===== config.mk =====
export PLATFORM = sky130hd
export DESIGN_NAME = tilt_threshold_haptic_driver
export DESIGN_NICKNAME = d
export VERILOG_FILES = /design/src/rtl/core/tthd_pkg.sv /design/src/rtl/core/tilt_threshold_haptic_driver.sv
export SDC_FILE = /design/constraint.sdc
export NUM_CORES = 2
export LEC_CHECK = 0
export BUFFER_PORTS_ARGS = -buffer_cell sky130_fd_sc_hd__clkbuf_2
export CORE_MARGIN = 2
export CORE_UTILIZATION = 45
export CTS_CLUSTER_DIAMETER = 40
export DETAILED_ROUTE_END_ITERATION = 8
export GPL_ROUTABILITY_DRIVEN = 0
export PLACE_DENSITY_LB_ADDON = 0.15
export SYNTH_ARGS = -nofsm -noshare
export SYNTH_HDL_FRONTEND = slang
export SYNTH_SLANG_ARGS = --single-unit

===== constraint.sdc =====
create_clock -name clk_i -period 18.43 [get_ports clk_i]
set_clock_uncertainty 0.1 [all_clocks]
set_input_delay 3.686 -clock clk_i [delete_from_list [all_inputs] [get_ports clk_i]]
set_output_delay 3.686 -clock clk_i [all_outputs]
set_load 0.01 [all_outputs]

===== src/rtl/core/tthd_pkg.sv =====
package tthd_pkg;

  // Angle and iteration constants.
  localparam int CordicSteps   = 16;
  localparam int AngleFracBits = 8;
  localparam int TableFrac     = 24;
  localparam int SqrtIters     = 24;

  // Datapath widths.
  localparam int XyW     = 27;
  localparam int ZW      = 34;
  localparam int StepW   = 5;
  localparam int RndShift = TableFrac - AngleFracBits;
  localparam int RW      = ZW - RndShift;
  localparam int RootW   = 24;
  localparam int RemW    = 26;
  localparam int RadInW  = 48;

  localparam logic [ZW-1:0] HalfTurn = ZW'(64'd180 << TableFrac);
  localparam logic [RW-1:0] RollLimit  = RW'(180 << AngleFracBits);
  localparam logic [RW-1:0] PitchLimit = RW'(90 << AngleFracBits);

  typedef enum logic [1:0] {
    REQ_BACK_SAMPLE = 2'd0,
    REQ_NECK_SAMPLE = 2'd1,
    REQ_COMMAND     = 2'd2,
    REQ_TICK        = 2'd3
  } req_e;

  typedef enum logic [1:0] {
    CMD_NECK_UP    = 2'd0,
    CMD_NECK_DOWN  = 2'd1,
    CMD_BACK_RIGHT = 2'd2,
    CMD_BACK_LEFT  = 2'd3
  } cmd_e;

  typedef enum logic [1:0] {
    CFG_ROLL_THRESHOLD  = 2'd0,
    CFG_PITCH_THRESHOLD = 2'd1,
    CFG_MOTOR_DUTY      = 2'd2,
    CFG_HOLD_TICKS      = 2'd3
  } cfg_e;

  // Forward means right for the back pair and up for the neck pair.
  typedef enum logic [1:0] {
    DRV_OFF = 2'd0,
    DRV_FWD = 2'd1,
    DRV_REV = 2'd2
  } drive_e;

  typedef enum logic [3:0] {
    ST_IDLE,
    ST_SQ_Y,
    ST_SQ_Z,
    ST_SQRT,
    ST_CINIT,
    ST_CSTEP,
    ST_CEND,
    ST_DONE
  } state_e;

  // atan(2^-i) in 2^-24 degree units.
  function automatic logic [29:0] atan_lut(input logic [StepW-1:0] idx);
    logic [29:0] v;
    case (idx)
      5'd0:  v = 30'd754974720;
      5'd1:  v = 30'd445687602;
      5'd2:  v = 30'd235489088;
      5'd3:  v = 30'd119537938;
      5'd4:  v = 30'd60000934;
      5'd5:  v = 30'd30029717;
      5'd6:  v = 30'd15018523;
      5'd7:  v = 30'd7509720;
      5'd8:  v = 30'd3754917;
      5'd9:  v = 30'd1877466;
      5'd10: v = 30'd938734;
      5'd11: v = 30'd469367;
      5'd12: v = 30'd234684;
      5'd13: v = 30'd117342;
      5'd14: v = 30'd58671;
      5'd15: v = 30'd29335;
      5'd16: v = 30'd14668;
      5'd17: v = 30'd7334;
      5'd18: v = 30'd3667;
      5'd19: v = 30'd1833;
      5'd20: v = 30'd917;
      5'd21: v = 30'd458;
      5'd22: v = 30'd229;
      5'd23: v = 30'd115;
      default: v = 30'd0;
    endcase
    return v;
  endfunction

endpackage


===== src/rtl/core/tilt_threshold_haptic_driver.sv =====
// Channel  | Handshake                  | Word contents
// ---------+----------------------------+----------------------------------------------
// in       | in_valid_i / in_ready_o    | req_type, accel_x/y/z, command_code
// out      | out_valid_o / out_ready_i  | four motor duties, roll, pitch, angle_valid
// cfg      | cfg_we_i (no wait)         | cfg_index_i selects, cfg_data_i written
//
// A sample word goes through the squaring of y and z on the shared 16x16
// multiplier, the bit-pair square root and two CORDIC passes (load, 16
// rotations, round) on one shift-add unit. A command or tick word goes
// from accept straight to the result state. in_ready_o is high
// only in the idle state; a finished result waits in the output register while
// the next word is accepted. rst_ni clears the drive state, hold counters and
// configuration to their defaults at once; no clearing pass is needed.
module tilt_threshold_haptic_driver (
  input  logic        clk_i,
  input  logic        rst_ni,
  input  logic        in_valid_i,
  output logic        in_ready_o,
  input  logic [1:0]  req_type_i,
  input  logic signed [15:0] accel_x_i,
  input  logic signed [15:0] accel_y_i,
  input  logic signed [15:0] accel_z_i,
  input  logic [1:0]  command_code_i,
  output logic        out_valid_o,
  input  logic        out_ready_i,
  output logic [7:0]  back_left_duty_o,
  output logic [7:0]  back_right_duty_o,
  output logic [7:0]  neck_up_duty_o,
  output logic [7:0]  neck_down_duty_o,
  output logic signed [16:0] roll_angle_o,
  output logic signed [15:0] pitch_angle_o,
  output logic        angle_valid_o,
  input  logic        cfg_we_i,
  input  logic [1:0]  cfg_index_i,
  input  logic [15:0] cfg_data_i
);

  localparam int XyW    = tthd_pkg::XyW;
  localparam int ZW     = tthd_pkg::ZW;
  localparam int RW     = tthd_pkg::RW;
  localparam int StepW  = tthd_pkg::StepW;
  localparam int RootW  = tthd_pkg::RootW;
  localparam int RemW   = tthd_pkg::RemW;
  localparam int RadInW = tthd_pkg::RadInW;

  // Configuration registers.
  logic [15:0] roll_thr_q;
  logic [14:0] pitch_thr_q;
  logic [7:0]  duty_q;
  logic [15:0] hold_ticks_q;

  // Control state.
  tthd_pkg::state_e state_q, state_d;
  tthd_pkg::drive_e back_drive_q, neck_drive_q, back_drive_d, neck_drive_d;
  logic [15:0] back_hold_q, neck_hold_q, back_hold_d, neck_hold_d;
  logic [StepW-1:0] cnt_q;
  logic             pass_q;
  logic             out_valid_q;

  // Latched input word.
  tthd_pkg::req_e req_q;
  tthd_pkg::cmd_e code_q;
  logic signed [15:0] ax_q, ay_q, az_q;

  // Square root datapath.
  logic [31:0]       sq_q;
  logic [RadInW-1:0] rad_in_q;
  logic [RemW-1:0]   rem_q;
  logic [RootW-1:0]  root_q;

  // CORDIC datapath.
  logic signed [XyW-1:0] cx_q, cy_q;
  logic signed [ZW-1:0]  cz_q;
  logic                  zero_q;
  logic signed [16:0]    roll_q;
  logic signed [15:0]    pitch_q;

  // Output register.
  logic [7:0]         bl_q, br_q, nu_q, nd_q;
  logic signed [16:0] roll_out_q;
  logic signed [15:0] pitch_out_q;
  logic               ang_valid_q;

  logic out_free;
  logic accept;
  logic is_sample;

  assign out_free   = !out_valid_q || out_ready_i;
  assign in_ready_o = (state_q == tthd_pkg::ST_IDLE);
  assign accept     = in_valid_i && in_ready_o;
  assign is_sample  = (req_q == tthd_pkg::REQ_BACK_SAMPLE) ||
                      (req_q == tthd_pkg::REQ_NECK_SAMPLE);

  // Shared squaring multiplier: y first, then z.
  logic signed [15:0] mul_a;
  logic signed [31:0] mul_p;
  assign mul_a = (state_q == tthd_pkg::ST_SQ_Y) ? ay_q : az_q;
  assign mul_p = mul_a * mul_a;

  // One result bit of the square root per cycle.
  logic [RemW+1:0] rem_sh, trial;
  logic            take;
  assign rem_sh = {rem_q, rad_in_q[RadInW-1 -: 2]};
  assign trial  = (RemW+2)'({root_q, 2'b01});
  assign take   = (rem_sh >= trial);

  // Operand selection for the CORDIC load.
  logic signed [XyW-1:0] num, den;
  always_comb begin
    if (!pass_q) begin
      num = XyW'({{(XyW-24){ay_q[15]}}, ay_q, 8'd0});
      den = XyW'({{(XyW-24){az_q[15]}}, az_q, 8'd0});
    end else begin
      num = XyW'({{(XyW-24){ax_q[15]}}, ax_q, 8'd0});
      den = XyW'({{(XyW-RootW){1'b0}}, root_q});
    end
  end

  // One vectoring rotation per cycle.
  logic signed [XyW-1:0] xs, ys;
  logic signed [ZW-1:0]  at;
  assign xs = cx_q >>> cnt_q;
  assign ys = cy_q >>> cnt_q;
  assign at = ZW'({4'd0, tthd_pkg::atan_lut(cnt_q)});

  // Rounding half away from zero and clamping at the end of a pass.
  logic [ZW-1:0]        zmag, zrnd;
  logic [RW-1:0]        rfull, rlim, rclamp;
  logic signed [RW:0]   rsigned;
  always_comb begin
    zmag    = cz_q[ZW-1] ? ZW'(-cz_q) : ZW'(cz_q);
    zrnd    = zmag + (ZW'(1) << (tthd_pkg::RndShift - 1));
    rfull   = zrnd[ZW-1 -: RW];
    rlim    = pass_q ? tthd_pkg::PitchLimit : tthd_pkg::RollLimit;
    rclamp  = (rfull > rlim) ? rlim : rfull;
    if (zero_q) begin
      rsigned = '0;
    end else if (cz_q[ZW-1]) begin
      rsigned = -$signed({1'b0, rclamp});
    end else begin
      rsigned = $signed({1'b0, rclamp});
    end
  end

  // Drive and hold update applied when the result is produced.
  logic [15:0]        hold_len;
  logic signed [17:0] roll_x, roll_thr_x;
  logic signed [16:0] pitch_x, pitch_thr_x;
  always_comb begin
    hold_len     = (hold_ticks_q == 16'd0) ? 16'd1 : hold_ticks_q;
    roll_x       = 18'(roll_q);
    roll_thr_x   = $signed({2'b00, roll_thr_q});
    pitch_x      = 17'(pitch_q);
    pitch_thr_x  = $signed({2'b00, pitch_thr_q});
    back_drive_d = back_drive_q;
    neck_drive_d = neck_drive_q;
    back_hold_d  = back_hold_q;
    neck_hold_d  = neck_hold_q;
    case (req_q)
      tthd_pkg::REQ_BACK_SAMPLE: begin
        if (back_hold_q == 16'd0) begin
          if (roll_x > roll_thr_x) begin
            back_drive_d = tthd_pkg::DRV_FWD;
          end else if (roll_x < -roll_thr_x) begin
            back_drive_d = tthd_pkg::DRV_REV;
          end else begin
            back_drive_d = tthd_pkg::DRV_OFF;
          end
        end
      end
      tthd_pkg::REQ_NECK_SAMPLE: begin
        if (neck_hold_q == 16'd0) begin
          if (pitch_x > pitch_thr_x) begin
            neck_drive_d = tthd_pkg::DRV_FWD;
          end else if (pitch_x < -pitch_thr_x) begin
            neck_drive_d = tthd_pkg::DRV_REV;
          end else begin
            neck_drive_d = tthd_pkg::DRV_OFF;
          end
        end
      end
      tthd_pkg::REQ_COMMAND: begin
        case (code_q)
          tthd_pkg::CMD_NECK_UP: begin
            neck_drive_d = tthd_pkg::DRV_FWD;
            neck_hold_d  = hold_len;
          end
          tthd_pkg::CMD_NECK_DOWN: begin
            neck_drive_d = tthd_pkg::DRV_REV;
            neck_hold_d  = hold_len;
          end
          tthd_pkg::CMD_BACK_RIGHT: begin
            back_drive_d = tthd_pkg::DRV_FWD;
            back_hold_d  = hold_len;
          end
          default: begin
            back_drive_d = tthd_pkg::DRV_REV;
            back_hold_d  = hold_len;
          end
        endcase
      end
      default: begin
        if (back_hold_q != 16'd0) begin
          back_hold_d = back_hold_q - 16'd1;
          if (back_hold_q == 16'd1) begin
            back_drive_d = tthd_pkg::DRV_OFF;
          end
        end
        if (neck_hold_q != 16'd0) begin
          neck_hold_d = neck_hold_q - 16'd1;
          if (neck_hold_q == 16'd1) begin
            neck_drive_d = tthd_pkg::DRV_OFF;
          end
        end
      end
    endcase
  end

  // Next state.
  always_comb begin
    state_d = state_q;
    unique case (state_q)
      tthd_pkg::ST_IDLE: begin
        if (accept) begin
          if (req_type_i == tthd_pkg::REQ_BACK_SAMPLE ||
              req_type_i == tthd_pkg::REQ_NECK_SAMPLE) begin
            state_d = tthd_pkg::ST_SQ_Y;
          end else begin
            state_d = tthd_pkg::ST_DONE;
          end
        end
      end
      tthd_pkg::ST_SQ_Y: state_d = tthd_pkg::ST_SQ_Z;
      tthd_pkg::ST_SQ_Z: state_d = tthd_pkg::ST_SQRT;
      tthd_pkg::ST_SQRT: begin
        if (cnt_q == StepW'(tthd_pkg::SqrtIters - 1)) begin
          state_d = tthd_pkg::ST_CINIT;
        end
      end
      tthd_pkg::ST_CINIT: state_d = tthd_pkg::ST_CSTEP;
      tthd_pkg::ST_CSTEP: begin
        if (cnt_q == StepW'(tthd_pkg::CordicSteps - 1)) begin
          state_d = tthd_pkg::ST_CEND;
        end
      end
      tthd_pkg::ST_CEND: begin
        state_d = pass_q ? tthd_pkg::ST_DONE : tthd_pkg::ST_CINIT;
      end
      tthd_pkg::ST_DONE: begin
        if (out_free) begin
          state_d = tthd_pkg::ST_IDLE;
        end
      end
      default: state_d = tthd_pkg::ST_IDLE;
    endcase
  end

  // Control registers.
  always_ff @(posedge clk_i or negedge rst_ni) begin
    if (!rst_ni) begin
      state_q      <= tthd_pkg::ST_IDLE;
      back_drive_q <= tthd_pkg::DRV_OFF;
      neck_drive_q <= tthd_pkg::DRV_OFF;
      back_hold_q  <= '0;
      neck_hold_q  <= '0;
      cnt_q        <= '0;
      pass_q       <= 1'b0;
      out_valid_q  <= 1'b0;
      roll_thr_q   <= 16'd3840;
      pitch_thr_q  <= 15'd2560;
      duty_q       <= 8'd150;
      hold_ticks_q <= 16'd1000;
    end else begin
      state_q <= state_d;

      if (cfg_we_i) begin
        unique case (cfg_index_i)
          tthd_pkg::CFG_ROLL_THRESHOLD:  roll_thr_q   <= cfg_data_i;
          tthd_pkg::CFG_PITCH_THRESHOLD: pitch_thr_q  <= cfg_data_i[14:0];
          tthd_pkg::CFG_MOTOR_DUTY:      duty_q       <= cfg_data_i[7:0];
          tthd_pkg::CFG_HOLD_TICKS:      hold_ticks_q <= cfg_data_i;
          default: ;
        endcase
      end

      case (state_q) inside
        tthd_pkg::ST_IDLE: begin
          cnt_q  <= '0;
          pass_q <= 1'b0;
        end
        tthd_pkg::ST_SQRT, tthd_pkg::ST_CSTEP: begin
          cnt_q <= (state_d == state_q) ? cnt_q + StepW'(1) : '0;
        end
        tthd_pkg::ST_CEND: begin
          pass_q <= 1'b1;
          cnt_q  <= '0;
        end
        default: ;
      endcase

      // A new result replaces the one leaving in the same cycle.
      if (state_q == tthd_pkg::ST_DONE && out_free) begin
        out_valid_q  <= 1'b1;
        back_drive_q <= back_drive_d;
        neck_drive_q <= neck_drive_d;
        back_hold_q  <= back_hold_d;
        neck_hold_q  <= neck_hold_d;
      end else if (out_valid_q && out_ready_i) begin
        out_valid_q <= 1'b0;
      end
    end
  end

  // Payload registers.
  always_ff @(posedge clk_i) begin
    if (accept) begin
      req_q  <= tthd_pkg::req_e'(req_type_i);
      code_q <= tthd_pkg::cmd_e'(command_code_i);
      ax_q   <= accel_x_i;
      ay_q   <= accel_y_i;
      az_q   <= accel_z_i;
    end

    case (state_q)
      tthd_pkg::ST_SQ_Y: sq_q <= mul_p[31:0];
      tthd_pkg::ST_SQ_Z: begin
        sq_q     <= sq_q + mul_p[31:0];
        rad_in_q <= {sq_q + mul_p[31:0], 16'd0};
        rem_q    <= '0;
        root_q   <= '0;
      end
      tthd_pkg::ST_SQRT: begin
        rad_in_q <= rad_in_q << 2;
        if (take) begin
          rem_q  <= RemW'(rem_sh - trial);
          root_q <= {root_q[RootW-2:0], 1'b1};
        end else begin
          rem_q  <= RemW'(rem_sh);
          root_q <= {root_q[RootW-2:0], 1'b0};
        end
      end
      tthd_pkg::ST_CINIT: begin
        zero_q <= (num == '0) && (den == '0);
        if (den[XyW-1]) begin
          cx_q <= -den;
          cy_q <= -num;
          cz_q <= num[XyW-1] ? -$signed(tthd_pkg::HalfTurn)
                             : $signed(tthd_pkg::HalfTurn);
        end else begin
          cx_q <= den;
          cy_q <= num;
          cz_q <= '0;
        end
      end
      tthd_pkg::ST_CSTEP: begin
        if (!cy_q[XyW-1]) begin
          cx_q <= cx_q + ys;
          cy_q <= cy_q - xs;
          cz_q <= cz_q + at;
        end else begin
          cx_q <= cx_q - ys;
          cy_q <= cy_q + xs;
          cz_q <= cz_q - at;
        end
      end
      tthd_pkg::ST_CEND: begin
        if (pass_q) begin
          pitch_q <= rsigned[15:0];
        end else begin
          roll_q <= rsigned[16:0];
        end
      end
      default: ;
    endcase

    if (state_q == tthd_pkg::ST_DONE && out_free) begin
      bl_q        <= (back_drive_d == tthd_pkg::DRV_REV) ? duty_q : 8'd0;
      br_q        <= (back_drive_d == tthd_pkg::DRV_FWD) ? duty_q : 8'd0;
      nu_q        <= (neck_drive_d == tthd_pkg::DRV_FWD) ? duty_q : 8'd0;
      nd_q        <= (neck_drive_d == tthd_pkg::DRV_REV) ? duty_q : 8'd0;
      roll_out_q  <= is_sample ? roll_q : '0;
      pitch_out_q <= is_sample ? pitch_q : '0;
      ang_valid_q <= is_sample;
    end
  end

  assign out_valid_o       = out_valid_q;
  assign back_left_duty_o  = bl_q;
  assign back_right_duty_o = br_q;
  assign neck_up_duty_o    = nu_q;
  assign neck_down_duty_o  = nd_q;
  assign roll_angle_o      = roll_out_q;
  assign pitch_angle_o     = pitch_out_q;
  assign angle_valid_o     = ang_valid_q;

endmodule

==> results.sh <==
export IMPL_cts_resized_gates=0
export IMPL_die_w_um=316
export IMPL_status="completed"
export IMPL_cts_path_max_buffers=3
export IMPL_grtUsageTotal=0.249
export IMPL_drive_gt1_frac=0.115
export IMPL_critPathTopFamily="adder cells"
export IMPL_reg2reg_from="state_q[2]"
export IMPL_grt_pass1_vias=34100
export IMPL_ctsHoldBuffers=0
export IMPL_max_freq_mhz=94.5
export IMPL_synth_area_um2=43800
export IMPL_startpoint_type="flop"
export IMPL_vias=35000
export IMPL_seq_area_frac_synth=0.302
export IMPL_synth_net_count=5361
export IMPL_finalCriticalPeriod_ns=10.58
export IMPL_final_common_cell="inv_1"
export IMPL_finalNetCount=5450
export IMPL_cts_inserted_buffers=92
export IMPL_slew_headroom=0.230
export IMPL_grt_pass1_wl_um=195000
export IMPL_setup_violations=0
export IMPL_hold_path_class="reg -> reg"
export IMPL_synth_flop_cell="edfxtp_1"
export IMPL_yosys_register_bits=456
export IMPL_cts_tree="built"
export IMPL_reg2reg_slack_ns=7.85
export IMPL_pin_count=143
export IMPL_synth_area_leaders="edfxtp_1 24%, fa_1 11%, ha_1 9.1%, dfrtp_1 4.9%, inv_1 4.1%"
export IMPL_cp_end_kind="flop"
export IMPL_arrival_ns=10.87
export IMPL_syn_inst=4727
export IMPL_period_share=0.574
export IMPL_clk_pin_slew_worst_paths_ns=0.05
export IMPL_start_util=0.453
export IMPL_die_h_um=316
export IMPL_die_area_um2=99800
export IMPL_critical_path_max_stage_delay_ns=0.63
export IMPL_synth_largest_area_cell="edfxtp_1"
export IMPL_core_area_um2=96600
export IMPL_ant_nets=0
export IMPL_path_buf_inv=7
export IMPL_synth_edf_count=354
export IMPL_finalHoldViolCount=0
export IMPL_cp_endpoint="rad_in_q[47]"
export IMPL_tightest_slew_ns=1.15
export IMPL_fin_setup_tns_ns=0
export IMPL_synth_top_area_frac=0.243
export IMPL_postSynthAreaPerCell_um2=9.26
export IMPL_drc=0
export IMPL_drt_iter0_drc=2634
export IMPL_grt_max_degree=73
export IMPL_criticalPathCategory="reg -> reg"
export IMPL_cap_violations=0
export IMPL_synthArstFlopShare=0.224
export IMPL_cts_root_buf="clkbuf_16"
export IMPL_reg2reg_depth=36
export IMPL_path_max_fanout=20
export IMPL_fin_util=0.506
export IMPL_grt_overflow=0
export IMPL_drt_pass1_iterations=5
export IMPL_vias_per_cell=5.68
export IMPL_syn2layout_area_growth_pct=11.6
export IMPL_antenna_found_initial=0
export IMPL_mostFrequentLayoutCells="484 x inv_1, 451 x nor2_1, 415 x nand2_1"
export IMPL_antenna_cells=0
export IMPL_rsz0062_at_grt="false"
export IMPL_post_dp_hpwl_um=95500
export IMPL_cp_slowest_cell="mux2i_1"
export IMPL_wirelength_um=124000
export IMPL_reg2reg_to="rad_in_q[47]"
export IMPL_rows=114
export IMPL_h_tree_depth=3
export IMPL_wire_per_inst_um=20.0
export IMPL_synth_distinct_cells=95
export IMPL_slew_viol_final=0
export IMPL_yosys_warnings=0
export IMPL_cts_setup_buffers=0
export IMPL_clk_latency_ns=0.69
export IMPL_critPathLaunch="state_q[2]"
export IMPL_path_depth=36
export IMPL_critPathRequiredTime_ns=18.71
export IMPL_port_buffers=142
export IMPL_numClockSinks=456
-- how the worst min path moves through the flow --
stage                     from               to  slack (ns)  cells after the start
5_1_grt        pitch_thr_q[12]  pitch_thr_q[12]        0.42                      1
3_3_place_gp         duty_q[6]        duty_q[6]        0.39                      1
3_5_place_dp         duty_q[3]        duty_q[3]        0.39                      1
4_1_cts        neck_hold_q[15]  neck_hold_q[15]        0.40                      2
6_report       pitch_thr_q[12]  pitch_thr_q[12]        0.40                      1
2_1_floorplan   back_hold_q[6]   back_hold_q[6]        0.36                      2
-- synth_stat cells (25+ instances only) --
| library cell | instances |
|---|---|
| inv_1 | 484 |
| nor2_1 | 455 |
| nand2_1 | 416 |
| edfxtp_1 | 354 |
| ha_1 | 319 |
| o21ai_0 | 303 |
| a21oi_1 | 278 |
| fa_1 | 240 |
| xnor2_1 | 172 |
| clkbuf_1 | 130 |
| nor3_1 | 127 |
| xor2_1 | 123 |
| a21o_1 | 90 |
| nand3_1 | 90 |
| mux2i_1 | 89 |
| dfrtp_1 | 86 |
| mux2_2 | 77 |
| nor2b_1 | 77 |
| mux4_2 | 64 |
| o21a_1 | 56 |
| nand2b_1 | 54 |
| a31oi_1 | 44 |
| nor4_1 | 40 |
| and3_1 | 39 |
| buf_1 | 38 |
| or3_1 | 33 |
| nand4_1 | 28 |
| o31ai_1 | 28 |
| a211oi_1 | 25 |
-- metrics by stage --
stage | hold slack (ns) | cell area, um2 | worst slack (ns) | instances
2_1_floorplan | 0.363 | 43800 | 8.09 | 4727
3_3_place_gp | 0.389 | 45700 | 8.16 | 5998
3_5_place_dp | 0.393 | 45700 | 8.00 | 5998
4_1_cts | 0.404 | 48900 | 7.97 | 6171
5_1_grt | 0.424 | 48900 | 7.13 | 6171
6_report | 0.403 | 48900 | 7.85 | 6171
-- per-layer routing --
metal,vias up,part of all wire,GRT usage
met3,227,0.051,0.0324
met5,-,0,0
met1,17000,0.44,0.337
met4,0,0.032,0.0804
li1,16800,-,-
met2,979,0.48,0.415
-- cells by family (layout without fill, tap and decap cells) --
kind of cell | count (synthesis) | in the layout | share of synthesized area
and+or+nand+nor | 1457 | 1457 | 0.155
AOI/OAI and AO/OA | 1043 | 1043 | 0.150
buffers and inverters | 684 | 852 | 0.0600
adders and majority gates | 559 | 559 | 0.201
DFF | 456 | 456 | 0.302
xor gates and xnor gates | 297 | 297 | 0.0599
muxes | 230 | 230 | 0.0731
other | 1 | 1 | 0.0000856
-- worst register-to-register path, delay by kind of cell, from the launching register on --
family          cells  cell delay (ns)
fa+ha+maj           8             3.73
compound gates     11             2.40
simple gates        7             1.59
buf+inv             7             1.05
mux                 1             0.66
flops               1             0.42
xor+xnor            2             0.33
-- sequential cells by signal, summed over array words and instances, names as in the netlist, 17 cells and up --
name,flops
rem_q,26
roll_angle_o,17
rad_in_q,32
cy_q,27
sq_q,32
cz_q,34
root_q,24
roll_q,17
cx_q,27
-- final cells by class --
class / count / area (um2)
timing repair buffer: 186 / 1040
inverter: 493 / 1850
tap: 1276 / 1600
clock buffer: 106 / 2390
multi-input combinational: 3587 / 28000
fill: 9057 / 47700
sequential: 456 / 13200
clock inverter: 67 / 758
Power is not shown: default switching activity piles up to over one toggle a cycle in this logic, so the estimate is an artifact.
